### src/hw/rtl/oaht_pkg.sv
`timescale 1ns / 1ps
// ----------------------------------------------------------------------------
// Hash table package
// Shared widths, codes, request layout and state types for the open
// addressing hash table.
// ----------------------------------------------------------------------------
package oaht_pkg;

    // Field widths of one request and one result.
    localparam int ACTION_W = 2;
    localparam int KEY_W    = 64;
    localparam int LEN_W    = 4;
    localparam int VALUE_W  = 16;
    localparam int STATUS_W = 2;
    localparam int INDEX_W  = 4;
    localparam int TAG_W    = 2;

    // Stream bus widths, padded to whole bytes.
    localparam int S_TDATA_W = 88;
    localparam int M_TDATA_W = 24;

    // Hash datapath: one key byte per cycle, then a reciprocal multiply
    // that yields the home slot.
    localparam int HASH_W     = 32;
    localparam int HASH_BYTES = KEY_W / 8;

    typedef enum logic [ACTION_W-1:0] {
        ACT_INSERT = 2'd0,
        ACT_LOOKUP = 2'd1,
        ACT_DELETE = 2'd2
    } action_t;

    typedef enum logic [TAG_W-1:0] {
        TAG_EMPTY    = 2'd0,
        TAG_OCCUPIED = 2'd1,
        TAG_DELETED  = 2'd2
    } tag_t;

    typedef enum logic [STATUS_W-1:0] {
        ST_OK        = 2'd0,
        ST_NOT_FOUND = 2'd1,
        ST_FULL      = 2'd2
    } status_t;

    // Request as it sits in the input beat, action in the lowest bits.
    typedef struct packed {
        logic [VALUE_W-1:0]  value;
        logic [LEN_W-1:0]    len;
        logic [KEY_W-1:0]    key;
        logic [ACTION_W-1:0] action;
    } req_t;

    typedef enum logic [1:0] {
        F_IDLE,
        F_HASH,
        F_MOD,
        F_PUSH
    } front_state_t;

    typedef enum logic [1:0] {
        B_CLEAR,
        B_IDLE,
        B_PROBE,
        B_DONE
    } back_state_t;

endpackage

### src/hw/rtl/oaht_front.sv
`timescale 1ns / 1ps
// ----------------------------------------------------------------------------
// Hash table front end
// Accepts a request beat, trims the key to its effective length, hashes it
// one byte per cycle and reduces the hash to a home slot with a reciprocal
// multiplication.
// ----------------------------------------------------------------------------
module oaht_front #(
    parameter int SLOTS     = 16,
    parameter int KEY_BYTES = 8
) (
    input  logic                            aclk,
    input  logic                            aresetn,
    input  logic                            s_tvalid,
    output logic                            s_tready,
    input  logic [oaht_pkg::S_TDATA_W-1:0]  s_tdata,
    input  logic                            clear_busy,
    output logic                            push_valid,
    input  logic                            push_ready,
    output oaht_pkg::req_t                  push_req,
    output logic [$clog2(SLOTS)-1:0]        push_home
);
    import oaht_pkg::*;

    localparam int SLOT_W  = $clog2(SLOTS);
    localparam int BCNT_W  = $clog2(HASH_BYTES + 1);
    localparam int RECIP_W = HASH_W + 1;
    // Rounded-up reciprocal of the slot count, exact for every 32-bit hash.
    localparam logic [63:0] RECIP_FULL =
        ((64'd1 << (HASH_W + SLOT_W)) / 64'(SLOTS)) + 64'd1;
    localparam logic [RECIP_W-1:0] RECIP     = RECIP_W'(RECIP_FULL);
    localparam logic [SLOT_W-1:0]  SLOTS_LOW = SLOT_W'(SLOTS);

    front_state_t        state_reg, state_next;
    req_t                req_reg, req_next;
    logic [KEY_W-1:0]    hkey_reg, hkey_next;
    logic [BCNT_W-1:0]   hcnt_reg, hcnt_next;
    logic                zero_hash_reg, zero_hash_next;
    logic [HASH_W-1:0]   hash_reg, hash_next;
    logic [SLOT_W-1:0]   quot_reg, quot_next;

    req_t                in_req;
    logic [LEN_W-1:0]    eff_len;
    logic [KEY_W-1:0]    key_mask;
    logic [BCNT_W-1:0]   hash_len;
    logic [7:0]          hbyte;
    logic [HASH_W-1:0]   hsum;
    logic [HASH_W+7:0]   hprod;
    logic [HASH_W+RECIP_W-1:0] mod_prod;

    // Decode the incoming beat: saturate the length and clear unused bytes.
    always_comb begin
        in_req = s_tdata[$bits(req_t)-1:0];
        if (int'(in_req.len) > KEY_BYTES) begin
            eff_len = LEN_W'(KEY_BYTES);
        end else begin
            eff_len = in_req.len;
        end
        for (int i = 0; i < HASH_BYTES; i++) begin
            key_mask[8*i +: 8] = (i < int'(eff_len)) ? 8'hFF : 8'h00;
        end
        // Bytes past the key field are zero, which forces the hash to zero.
        if (int'(eff_len) > HASH_BYTES) begin
            hash_len = BCNT_W'(HASH_BYTES);
        end else begin
            hash_len = BCNT_W'(eff_len);
        end
    end

    // One hash step: add the byte, then multiply by it.
    always_comb begin
        hbyte = hkey_reg[7:0];
        hsum  = hash_reg + HASH_W'(hbyte);
        hprod = hsum * hbyte;
    end

    // Quotient of the hash by the slot count through the reciprocal.
    assign mod_prod = hash_reg * RECIP;

    // Sequencer: accept, hash, reduce, hand over to the queue.
    always_comb begin
        state_next     = state_reg;
        req_next       = req_reg;
        hkey_next      = hkey_reg;
        hcnt_next      = hcnt_reg;
        zero_hash_next = zero_hash_reg;
        hash_next      = hash_reg;
        quot_next      = quot_reg;
        s_tready       = 1'b0;
        push_valid     = 1'b0;
        case (state_reg)
            F_IDLE: begin
                s_tready = !clear_busy;
                if (s_tvalid && !clear_busy) begin
                    req_next.action = in_req.action;
                    req_next.key    = in_req.key & key_mask;
                    req_next.len    = eff_len;
                    req_next.value  = in_req.value;
                    hkey_next       = in_req.key & key_mask;
                    hcnt_next       = hash_len;
                    zero_hash_next  = int'(eff_len) > HASH_BYTES;
                    hash_next       = '0;
                    state_next      = F_HASH;
                end
            end
            F_HASH: begin
                if (hcnt_reg == '0) begin
                    hash_next  = zero_hash_reg ? '0 : hash_reg;
                    state_next = F_MOD;
                end else begin
                    hash_next = hprod[HASH_W-1:0];
                    hkey_next = hkey_reg >> 8;
                    hcnt_next = hcnt_reg - 1'b1;
                end
            end
            F_MOD: begin
                // Only the low quotient bits matter for the remainder.
                quot_next  = mod_prod[HASH_W+SLOT_W +: SLOT_W];
                state_next = F_PUSH;
            end
            F_PUSH: begin
                push_valid = 1'b1;
                if (push_ready) begin
                    state_next = F_IDLE;
                end
            end
            default: begin
                state_next = F_IDLE;
            end
        endcase
    end

    // The remainder is below the slot count, so its low bits are exact.
    assign push_req  = req_reg;
    assign push_home = hash_reg[SLOT_W-1:0] - quot_reg * SLOTS_LOW;

    // State register.
    always_ff @(posedge aclk) begin
        if (!aresetn) begin
            state_reg <= F_IDLE;
        end else begin
            state_reg <= state_next;
        end
    end

    // Datapath registers.
    always_ff @(posedge aclk) begin
        req_reg       <= req_next;
        hkey_reg      <= hkey_next;
        hcnt_reg      <= hcnt_next;
        zero_hash_reg <= zero_hash_next;
        hash_reg      <= hash_next;
        quot_reg      <= quot_next;
    end

endmodule

### src/hw/rtl/oaht_queue.sv
`timescale 1ns / 1ps
// ----------------------------------------------------------------------------
// Hash table request queue
// Small first-in first-out buffer that decouples the hashing front end from
// the probing back end.
// ----------------------------------------------------------------------------
module oaht_queue #(
    parameter int DATA_W = 8,
    parameter int DEPTH  = 2
) (
    input  logic              aclk,
    input  logic              aresetn,
    input  logic              push_valid,
    output logic              push_ready,
    input  logic [DATA_W-1:0] push_data,
    output logic              pop_valid,
    input  logic              pop_ready,
    output logic [DATA_W-1:0] pop_data
);
    localparam int PTR_W = (DEPTH > 1) ? $clog2(DEPTH) : 1;
    localparam int CNT_W = $clog2(DEPTH + 1);
    localparam logic [PTR_W-1:0] PTR_LAST = PTR_W'(DEPTH - 1);
    localparam logic [CNT_W-1:0] CNT_FULL = CNT_W'(DEPTH);

    logic [DATA_W-1:0] fifo_mem [DEPTH];
    logic [PTR_W-1:0]  wr_ptr_reg, wr_ptr_next;
    logic [PTR_W-1:0]  rd_ptr_reg, rd_ptr_next;
    logic [CNT_W-1:0]  count_reg, count_next;
    logic              do_push, do_pop;

    assign push_ready = count_reg != CNT_FULL;
    assign pop_valid  = count_reg != '0;
    assign pop_data   = fifo_mem[rd_ptr_reg];
    assign do_push    = push_valid && push_ready;
    assign do_pop     = pop_valid && pop_ready;

    // Pointer and fill bookkeeping.
    always_comb begin
        wr_ptr_next = wr_ptr_reg;
        rd_ptr_next = rd_ptr_reg;
        count_next  = count_reg;
        if (do_push) begin
            wr_ptr_next = (wr_ptr_reg == PTR_LAST) ? '0 : wr_ptr_reg + 1'b1;
        end
        if (do_pop) begin
            rd_ptr_next = (rd_ptr_reg == PTR_LAST) ? '0 : rd_ptr_reg + 1'b1;
        end
        case ({do_push, do_pop})
            2'b10:   count_next = count_reg + 1'b1;
            2'b01:   count_next = count_reg - 1'b1;
            default: count_next = count_reg;
        endcase
    end

    always_ff @(posedge aclk) begin
        if (!aresetn) begin
            wr_ptr_reg <= '0;
            rd_ptr_reg <= '0;
            count_reg  <= '0;
        end else begin
            wr_ptr_reg <= wr_ptr_next;
            rd_ptr_reg <= rd_ptr_next;
            count_reg  <= count_next;
        end
    end

    // Storage.
    always_ff @(posedge aclk) begin
        if (do_push) begin
            fifo_mem[wr_ptr_reg] <= push_data;
        end
    end

endmodule

### src/hw/rtl/oaht_back.sv
`timescale 1ns / 1ps
// ----------------------------------------------------------------------------
// Hash table back end
// Holds the slot memories, clears the tags after reset, and runs the linear
// probe for one request at a time, issuing one slot read per cycle.
// ----------------------------------------------------------------------------
module oaht_back #(
    parameter int SLOTS = 16
) (
    input  logic                            aclk,
    input  logic                            aresetn,
    input  logic                            pop_valid,
    output logic                            pop_ready,
    input  oaht_pkg::req_t                  pop_req,
    input  logic [$clog2(SLOTS)-1:0]        pop_home,
    output logic                            clear_busy,
    output logic                            m_tvalid,
    input  logic                            m_tready,
    output logic [oaht_pkg::M_TDATA_W-1:0]  m_tdata
);
    import oaht_pkg::*;

    localparam int SLOT_W = $clog2(SLOTS);
    localparam int CNT_W  = $clog2(SLOTS + 1);
    localparam int PAD_W  = M_TDATA_W - STATUS_W - INDEX_W - VALUE_W;
    localparam logic [SLOT_W-1:0] LAST_SLOT = SLOT_W'(SLOTS - 1);
    localparam logic [CNT_W-1:0]  ALL_SLOTS = CNT_W'(SLOTS);
    localparam logic [CNT_W-1:0]  LAST_CNT  = CNT_W'(SLOTS - 1);

    back_state_t           state_reg, state_next;
    logic [SLOT_W-1:0]     clr_addr_reg, clr_addr_next;
    req_t                  req_reg, req_next;
    logic [SLOT_W-1:0]     probe_addr_reg, probe_addr_next;
    logic [CNT_W-1:0]      issue_cnt_reg, issue_cnt_next;
    logic [CNT_W-1:0]      eval_cnt_reg, eval_cnt_next;
    logic                  rd_vld_reg, rd_vld_next;
    logic [SLOT_W-1:0]     rd_slot_reg, rd_slot_next;
    logic [STATUS_W-1:0]   res_status_reg, res_status_next;
    logic [SLOT_W-1:0]     res_slot_reg, res_slot_next;
    logic [VALUE_W-1:0]    res_value_reg, res_value_next;
    logic                  m_valid_reg, m_valid_next;
    logic [M_TDATA_W-1:0]  m_data_reg, m_data_next;

    // Slot memories; only the tags are cleared.
    logic [TAG_W-1:0]      tag_mem [SLOTS];
    logic [KEY_W-1:0]      key_mem [SLOTS];
    logic [LEN_W-1:0]      len_mem [SLOTS];
    logic [VALUE_W-1:0]    val_mem [SLOTS];
    logic [TAG_W-1:0]      tag_q;
    logic [KEY_W-1:0]      key_q;
    logic [LEN_W-1:0]      len_q;
    logic [VALUE_W-1:0]    val_q;

    logic                  tag_we;
    logic [SLOT_W-1:0]     tag_waddr;
    logic [TAG_W-1:0]      tag_wdata;
    logic                  entry_we;
    logic                  key_match;
    logic                  probe_done;
    logic [SLOT_W+INDEX_W-1:0] slot_ext;

    assign key_match  = (len_q == req_reg.len) && (key_q == req_reg.key);
    assign slot_ext   = {{INDEX_W{1'b0}}, res_slot_reg};
    assign clear_busy = state_reg == B_CLEAR;
    assign m_tvalid   = m_valid_reg;
    assign m_tdata    = m_data_reg;

    // Clearing pass, request pickup, probe evaluation and result handoff.
    always_comb begin
        state_next      = state_reg;
        clr_addr_next   = clr_addr_reg;
        req_next        = req_reg;
        probe_addr_next = probe_addr_reg;
        issue_cnt_next  = issue_cnt_reg;
        eval_cnt_next   = eval_cnt_reg;
        rd_vld_next     = 1'b0;
        rd_slot_next    = rd_slot_reg;
        res_status_next = res_status_reg;
        res_slot_next   = res_slot_reg;
        res_value_next  = res_value_reg;
        m_valid_next    = m_valid_reg && !m_tready;
        m_data_next     = m_data_reg;
        pop_ready       = 1'b0;
        tag_we          = 1'b0;
        tag_waddr       = rd_slot_reg;
        tag_wdata       = TAG_EMPTY;
        entry_we        = 1'b0;
        probe_done      = 1'b0;
        case (state_reg)
            B_CLEAR: begin
                tag_we    = 1'b1;
                tag_waddr = clr_addr_reg;
                tag_wdata = TAG_EMPTY;
                if (clr_addr_reg == LAST_SLOT) begin
                    state_next = B_IDLE;
                end else begin
                    clr_addr_next = clr_addr_reg + 1'b1;
                end
            end
            B_IDLE: begin
                pop_ready = 1'b1;
                if (pop_valid) begin
                    req_next        = pop_req;
                    probe_addr_next = pop_home;
                    issue_cnt_next  = '0;
                    eval_cnt_next   = '0;
                    res_slot_next   = '0;
                    res_value_next  = '0;
                    if (pop_req.action == ACT_INSERT) begin
                        res_status_next = ST_FULL;
                        state_next      = B_PROBE;
                    end else if (pop_req.action == ACT_LOOKUP ||
                                 pop_req.action == ACT_DELETE) begin
                        res_status_next = ST_NOT_FOUND;
                        state_next      = B_PROBE;
                    end else begin
                        // Unused action code: answer not found at once.
                        res_status_next = ST_NOT_FOUND;
                        state_next      = B_DONE;
                    end
                end
            end
            B_PROBE: begin
                // Issue the next slot read while earlier reads are judged.
                if (issue_cnt_reg != ALL_SLOTS) begin
                    rd_vld_next     = 1'b1;
                    rd_slot_next    = probe_addr_reg;
                    probe_addr_next = (probe_addr_reg == LAST_SLOT) ? '0
                                                                    : probe_addr_reg + 1'b1;
                    issue_cnt_next  = issue_cnt_reg + 1'b1;
                end
                if (rd_vld_reg) begin
                    eval_cnt_next = eval_cnt_reg + 1'b1;
                    if (req_reg.action == ACT_INSERT) begin
                        if (tag_q != TAG_OCCUPIED) begin
                            tag_we          = 1'b1;
                            tag_waddr       = rd_slot_reg;
                            tag_wdata       = TAG_OCCUPIED;
                            entry_we        = 1'b1;
                            res_status_next = ST_OK;
                            res_slot_next   = rd_slot_reg;
                            probe_done      = 1'b1;
                        end
                    end else if (tag_q == TAG_EMPTY) begin
                        probe_done = 1'b1;
                    end else if (tag_q == TAG_OCCUPIED && key_match) begin
                        res_status_next = ST_OK;
                        res_slot_next   = rd_slot_reg;
                        res_value_next  = val_q;
                        probe_done      = 1'b1;
                        if (req_reg.action == ACT_DELETE) begin
                            tag_we    = 1'b1;
                            tag_waddr = rd_slot_reg;
                            tag_wdata = TAG_DELETED;
                        end
                    end
                    // A full pass without a decision keeps the default answer.
                    if (eval_cnt_reg == LAST_CNT) begin
                        probe_done = 1'b1;
                    end
                    if (probe_done) begin
                        rd_vld_next = 1'b0;
                        state_next  = B_DONE;
                    end
                end
            end
            B_DONE: begin
                if (!m_valid_reg || m_tready) begin
                    m_data_next  = {{PAD_W{1'b0}}, res_value_reg,
                                    slot_ext[INDEX_W-1:0], res_status_reg};
                    m_valid_next = 1'b1;
                    state_next   = B_IDLE;
                end
            end
            default: begin
                state_next = B_CLEAR;
            end
        endcase
    end

    // Control registers.
    always_ff @(posedge aclk) begin
        if (!aresetn) begin
            state_reg     <= B_CLEAR;
            clr_addr_reg  <= '0;
            issue_cnt_reg <= '0;
            eval_cnt_reg  <= '0;
            rd_vld_reg    <= 1'b0;
            m_valid_reg   <= 1'b0;
        end else begin
            state_reg     <= state_next;
            clr_addr_reg  <= clr_addr_next;
            issue_cnt_reg <= issue_cnt_next;
            eval_cnt_reg  <= eval_cnt_next;
            rd_vld_reg    <= rd_vld_next;
            m_valid_reg   <= m_valid_next;
        end
    end

    // Payload registers.
    always_ff @(posedge aclk) begin
        req_reg        <= req_next;
        probe_addr_reg <= probe_addr_next;
        rd_slot_reg    <= rd_slot_next;
        res_status_reg <= res_status_next;
        res_slot_reg   <= res_slot_next;
        res_value_reg  <= res_value_next;
        m_data_reg     <= m_data_next;
    end

    // Slot memories: one write port, one registered read port.
    always_ff @(posedge aclk) begin
        if (tag_we) begin
            tag_mem[tag_waddr] <= tag_wdata;
        end
        if (entry_we) begin
            key_mem[rd_slot_reg] <= req_reg.key;
            len_mem[rd_slot_reg] <= req_reg.len;
            val_mem[rd_slot_reg] <= req_reg.value;
        end
        tag_q <= tag_mem[probe_addr_reg];
        key_q <= key_mem[probe_addr_reg];
        len_q <= len_mem[probe_addr_reg];
        val_q <= val_mem[probe_addr_reg];
    end

`ifndef SYNTHESIS
    // The probe never issues more reads than there are slots.
    a_issue_bound: assert property (@(posedge aclk) disable iff (!aresetn)
        issue_cnt_reg <= ALL_SLOTS)
        else $error("probe issued more reads than slots");

    // Every judged slot was issued first.
    a_eval_behind: assert property (@(posedge aclk) disable iff (!aresetn)
        (state_reg == B_PROBE) |-> (eval_cnt_reg <= issue_cnt_reg))
        else $error("probe judged a slot that was never read");

    // A slot becomes occupied only through an insert probe.
    a_occupy_insert: assert property (@(posedge aclk) disable iff (!aresetn)
        (tag_we && tag_wdata == TAG_OCCUPIED) |->
        (state_reg == B_PROBE && req_reg.action == ACT_INSERT))
        else $error("slot occupied outside an insert");

    // A new result beat only follows a finished request.
    a_result_source: assert property (@(posedge aclk) disable iff (!aresetn)
        $rose(m_valid_reg) |-> $past(state_reg == B_DONE))
        else $error("result beat without a finished request");
`endif

endmodule

### src/hw/rtl/open_addressing_hash_table.sv
`timescale 1ns / 1ps
// ----------------------------------------------------------------------------
// Open addressing hash table
// Linear probing table with tombstones, keyed by up to eight bytes.
// ----------------------------------------------------------------------------
// Usage:
//   Each s_ beat carries one request (insert, lookup or delete); each request
//   yields exactly one m_ beat with status, slot index and found payload.
//   The front end hashes one key byte per cycle, then reduces the 32-bit hash
//   to a home slot with one reciprocal multiply. The back end probes one slot
//   per cycle on the single table read port. A queue between the two lets
//   them overlap, so the sustained rate is set by the slower of the two.
//   After reset the tag memory is cleared one slot per cycle; s_tready stays
//   low until the clear is done. A stalled m_ side holds the result in the
//   output register; the back end and queue keep working until they fill,
//   after which s_tready drops.
// ----------------------------------------------------------------------------
module open_addressing_hash_table #(
    parameter int SLOTS       = 16,
    parameter int KEY_BYTES   = 8,
    parameter int QUEUE_DEPTH = 2
) (
    input  logic                            aclk,
    input  logic                            aresetn,
    // s_tdata: action[1:0], key_bytes[65:2], key_length[69:66],
    //          entry_value[85:70], zero padding [87:86]
    input  logic                            s_tvalid,
    output logic                            s_tready,
    input  logic [oaht_pkg::S_TDATA_W-1:0]  s_tdata,
    // m_tdata: status[1:0], slot_index[5:2], found_value[21:6],
    //          zero padding [23:22]
    output logic                            m_tvalid,
    input  logic                            m_tready,
    output logic [oaht_pkg::M_TDATA_W-1:0]  m_tdata
);
    import oaht_pkg::*;

    localparam int SLOT_W = $clog2(SLOTS);
    localparam int REQ_W  = $bits(req_t);
    localparam int Q_W    = REQ_W + SLOT_W;

    logic               push_valid, push_ready;
    req_t               push_req;
    logic [SLOT_W-1:0]  push_home;
    logic               pop_valid, pop_ready;
    req_t               pop_req;
    logic [SLOT_W-1:0]  pop_home;
    logic [Q_W-1:0]     q_in, q_out;
    logic               clear_busy;

    assign q_in     = {push_home, push_req};
    assign pop_req  = q_out[REQ_W-1:0];
    assign pop_home = q_out[Q_W-1 -: SLOT_W];

    // Hashing front end.
    oaht_front #(
        .SLOTS     (SLOTS),
        .KEY_BYTES (KEY_BYTES)
    ) u_front (
        .aclk       (aclk),
        .aresetn    (aresetn),
        .s_tvalid   (s_tvalid),
        .s_tready   (s_tready),
        .s_tdata    (s_tdata),
        .clear_busy (clear_busy),
        .push_valid (push_valid),
        .push_ready (push_ready),
        .push_req   (push_req),
        .push_home  (push_home)
    );

    // Request queue between the two halves.
    oaht_queue #(
        .DATA_W (Q_W),
        .DEPTH  (QUEUE_DEPTH)
    ) u_queue (
        .aclk       (aclk),
        .aresetn    (aresetn),
        .push_valid (push_valid),
        .push_ready (push_ready),
        .push_data  (q_in),
        .pop_valid  (pop_valid),
        .pop_ready  (pop_ready),
        .pop_data   (q_out)
    );

    // Probing back end with the slot memories.
    oaht_back #(
        .SLOTS (SLOTS)
    ) u_back (
        .aclk       (aclk),
        .aresetn    (aresetn),
        .pop_valid  (pop_valid),
        .pop_ready  (pop_ready),
        .pop_req    (pop_req),
        .pop_home   (pop_home),
        .clear_busy (clear_busy),
        .m_tvalid   (m_tvalid),
        .m_tready   (m_tready),
        .m_tdata    (m_tdata)
    );

endmodule
### config.mk
export PLATFORM = sky130hd
export DESIGN_NAME = open_addressing_hash_table
export DESIGN_NICKNAME = d
export VERILOG_FILES = /design/src/hw/rtl/oaht_pkg.sv /design/src/hw/rtl/oaht_front.sv /design/src/hw/rtl/oaht_queue.sv /design/src/hw/rtl/oaht_back.sv /design/src/hw/rtl/open_addressing_hash_table.sv
export SDC_FILE = /design/constraint.sdc
export NUM_CORES = 2
export LEC_CHECK = 0
export BUFFER_PORTS_ARGS = -buffer_cell sky130_fd_sc_hd__buf_4
export CELL_PAD_IN_SITES_DETAIL_PLACEMENT = 0
export CELL_PAD_IN_SITES_GLOBAL_PLACEMENT = 1
export CORE_ASPECT_RATIO = 1.5
export CORE_MARGIN = 2
export CORE_UTILIZATION = 56
export CTS_CLUSTER_SIZE = 12
export DETAILED_ROUTE_END_ITERATION = 8
export MAX_ROUTING_LAYER = met4
export PLACE_DENSITY = 0.78
export SLEW_MARGIN = 20
export SYNTH_ARGS = -nofsm -noshare
export SYNTH_HDL_FRONTEND = slang
export SYNTH_HIERARCHICAL = 1
export SYNTH_SLANG_ARGS = --single-unit
### constraint.sdc
create_clock -name aclk -period 8.85 [get_ports aclk]
set_input_delay 0.885 -clock aclk [delete_from_list [all_inputs] [get_ports aclk]]
set_output_delay 0.885 -clock aclk [all_outputs]
set_load 0.005 [all_outputs]
==> flow_summary.rst <==
.. list-table::
   :header-rows: 1

   * - Metric
     - Value
   * - Maximum fanout along the worst path
     - 44
   * - Number of synthesized register bits
     - a little under 2000
   * - Inserted Diodes
     - 0
   * - Starting density of the core
     - 0.565
   * - Combined area of the multi-input logic cells
     - approximately 0.014 mm2
   * - Metal1 wirelength
     - 60000 um
   * - Clk slew on worst S/H paths
     - around 0.060 ns
   * - Length of the first detailed-routing pass in iterations
     - 6
   * - Clock period minus worst slack
     - about 4.4 ns
   * - Die Wd
     - 296 um
   * - Proportion of layout cells with a drive suffix above 1
     - 0.277
   * - Post-route setup TNS
     - 0 ns
   * - Number of synthesized flops with an enable pin
     - between 1500 and 2000
   * - Cells after Synth
     - 3107
   * - CTS tree
     - built
   * - Number of vias in the routed layout
     - 32400
   * - Final hold vios
     - 0
   * - Met2 WL post-DR
     - between 80000 and 90000 um
   * - Global-route wire length before repair
     - 230000 um
   * - Violation count after the first detailed-routing iteration
     - roughly 3400
   * - Run status
     - finished clean
   * - Cell area reported after detailed placement
     - approximately 0.075 mm2
   * - Number of resized instances in the post-cts repair step
     - 0
   * - # port buffers
     - ~110
   * - Die Y
     - around 440 um
   * - Worst setup path category
     - reg -> reg
   * - Synthesized-area fraction occupied by ao, oa, aoi and oai cells
     - 0.00664
   * - Capturing element type of the critical path
     - flop
   * - FP Rows
     - between 150 and 200
   * - Share of synthesized flip-flops with an asynchronous set or reset
     - 0
   * - Area Overhead vs Synth
     - 12.0%
   * - Die Outline Area
     - about 0.13 mm2
   * - Leading register cell type out of synthesis
     - sky130_fd_sc_hd__edfxtp_1
   * - CTS root buf
     - sky130_fd_sc_hd__clkbuf_16
   * - Sequential cell area fraction in the yosys report
     - 0.793
   * - Clock buffers created by TritonCTS
     - between 150 and 200
   * - Nets
     - ~3400
   * - Clock Tree Buf Depth
     - 3
   * - Total wirelength of the detailed-routed design
     - around 160000 um
   * - Final cycle utilization of the critical path
     - 0.500
   * - Synthesized area per cell
     - 23.1 um2
   * - Min-Delay Path Class
     - in -> reg
   * - Largest register by flop count
     - u_back/key_mem
   * - Reg area
     - approximately 0.057 mm2
   * - Simple-gate portion of the synthesized area
     - 0.0238
   * - Mux cell area share after synthesis
     - 0.155
   * - Peak VDD IR
     - between 200 and 250 uV
   * - Clock latency at the later pin of the worst-skew pair
     - around 0.80 ns
   * - Post-synthesis xor/xnor area fraction
     - 0.00799
   * - Most frequent standard cell in the layout excluding fill and tap cells
     - sky130_fd_sc_hd__edfxtp_1
   * - CTS H-Tree Depth
     - 4
   * - RSZ-0062 raised after global routing
     - false
   * - Number of ports placed on the die boundary
     - about 120
   * - Post-CTS setup buffers
     - 0
   * - Core Util, Final
     - 0.633
   * - Final-report setup violation count
     - 0
   * - Final-report max-slew violation count
     - 0
   * - Pwr Density
     - 230 mW/mm2
   * - Number of warnings reported in the yosys synthesis log
     - 6
   * - Post-Synth Adder-Cell Area
     - 0.00464
   * - Worst-case clock skew
     - around 0.023 ns
   * - Main combinational cell family by area after synthesis
     - multiplexers
   * - Largest register FFs
     - 1024
   * - Post-route ant nets
     - 0
   * - Length in cells of the worst reg-to-reg path
     - 7
   * - Reg-to-reg slack, setup
     - 4.43 ns
   * - Overall overflow remaining after global route
     - 0
   * - Global-route total usage across every layer
     - 0.255
   * - Initial antenna violation count
     - 2
   * - Synthesized cell area
     - 0.0718 mm2
   * - WHS Path Cells
     - 1
   * - Reported max-cap violation count
     - 0
   * - Maximum clock frequency
     - approximately 230 MHz
   * - Vias/cell
     - ~6.3
   * - Count of unique library cells instantiated by Yosys
     - 66
   * - Maximum number of pins on one net before global-route repair
     - roughly 180
   * - Top Metal Used
     - met4
   * - DPL Wire Length
     - 80700 um
   * - Endpoint required time on the critical path
     - about 9.3 ns
   * - Tot Pwr
     - 18.5 mW
   * - Worst Path Arrival
     - between 4 and 5 ns
   * - Category of the worst setup path launch point
     - flop
   * - Normalized max-slew margin
     - 0.234
   * - Number of DRC violations after detailed routing
     - 0
   * - Number of buffers added to fix hold violations after cts
     - 0
   * - Average routed wire per standard cell
     - between 30 and 40 um
   * - Vias in the first global route
     - 34100
   * - Leak Pwr
     - ~25 nW
   * - Core area
     - 0.127 mm2
   * - Total met3 wirelength after detailed routing
     - 11500 um
   * - Highest-count cells in the layout ignoring fill and taps
     - sky130_fd_sc_hd__edfxtp_1, sky130_fd_sc_hd__mux4_2, sky130_fd_sc_hd__clkbuf_16
   * - Number of fillers in the final layout
     - 8325
   * - Registers with the most flip-flops
     - u_back/key_mem x1024, u_back/val_mem x256, u_queue/fifo_mem x180
   * - Transition time of the tightest slew-check pin
     - approximately 1.1 ns
   * - Finished layout cell area
     - approximately 0.08 mm2
   * - Number of clock sinks
     - between 1500 and 2000
   * - Final GP Congestion
     - between 0.8 and 0.9
==> path summary, 6_finish.rpt <==
kind	to	startpoint
setup / recovery	u_back/key_mem[13][28]$_DFFE_PP_	u_back/req_reg[1]$_DFFE_PP_
hold / removal	u_front/push_req[83]$_DFFE_PP_	s_tdata[83]
setup reg to reg	u_back/key_mem[13][28]$_DFFE_PP_	u_back/req_reg[1]$_DFFE_PP_
hold reg to reg	u_back/m_tdata[11]$_DFFE_PP_	u_back/res_value_reg[5]$_SDFFCE_PN0P_
==> cells by family (layout without fill, tap and decap cells) <==
kind of cell             Yosys count  after routing
flip-flops                      1932           1932
AND/OR/NAND/NOR                  295            295
multiplexers                     555            555
adder cells (fa/ha/maj)           26             26
XOR/XNOR                          63             63
AO/OA/AOI/OAI                     69             69
other                              2              3
buffers and inverters            165            536
==> report_power, final <==
part	switching [mW]	leakage [nW]	total, mW	internal (mW)
Combinational	0.588	5.39	1.13	0.538
Clock	3.15	2.57	7.18	4.02
Sequential	0.103	17.4	10.2	10.1
Total	3.84	25.3	18.5	14.7
==> Yosys cell counts, drive strengths merged (4+ instances only) <==
cell,number,share of area
a2111oi,4,0.00049
a21o,4,0.00052
a21oi,19,0.0013
a31oi,6,0.00052
and2,89,0.0079
and2b,7,0.00073
and3,4,0.00035
buf,45,0.0029
clkbuf,83,0.0043
dfxtp,111,0.031
edfxtp,1821,0.76
ha,25,0.0044
inv,37,0.0019
mux2,123,0.019
mux4,430,0.13
nand2,19,0.00099
nand2b,20,0.0017
nand3,10,0.00070
nand3b,5,0.00052
nand4,13,0.0011
nor2,47,0.0025
nor2b,30,0.0028
nor3,28,0.0021
nor4,7,0.00061
o21ai,13,0.00091
or4,4,0.00047
xnor2,37,0.0046
xor2,25,0.0031
==> routing by layer <==
layer	track usage	vias to the layer above
met5	-	-
met4	0.0880	0
met3	0.0381	274
met2	0.410	1510
met1	0.336	17300
li1	-	13300
==> worst max-delay path: stages (launching register included) <==
cell	delay, ns
sky130_fd_sc_hd__edfxtp_1	0.43
sky130_fd_sc_hd__nor2_1	0.26
sky130_fd_sc_hd__nand2_1	0.18
sky130_fd_sc_hd__nor2_2	0.64
sky130_fd_sc_hd__nand3b_1	0.48
sky130_fd_sc_hd__nor2_4	0.49
sky130_fd_sc_hd__buf_4	0.67
sky130_fd_sc_hd__buf_4	0.83
==> through the flow <==
stage                     std cells  setup slack [ns]  hold WS, ns
after CTS                      5177              3.96        0.195
final                          5180              4.43        0.265
after global routing           5180              4.26        0.215
after detailed placement       4844              3.99        0.406
after global placement         4844              4.20        0.404
after floorplan                3108              1.02        0.400
==> layout make-up <==
cell class / instances / share of cell area
clock inverter: 10 / 0.00179
multi-input combinational: 1011 / 0.179
clock buffer: 323 / 0.0654
inverter: 37 / 0.00176
sequential: 1932 / 0.708
timing repair buffer: 166 / 0.0178
tap: 1701 / 0.0265
Note: power is estimated with default switching activity, not from simulation.
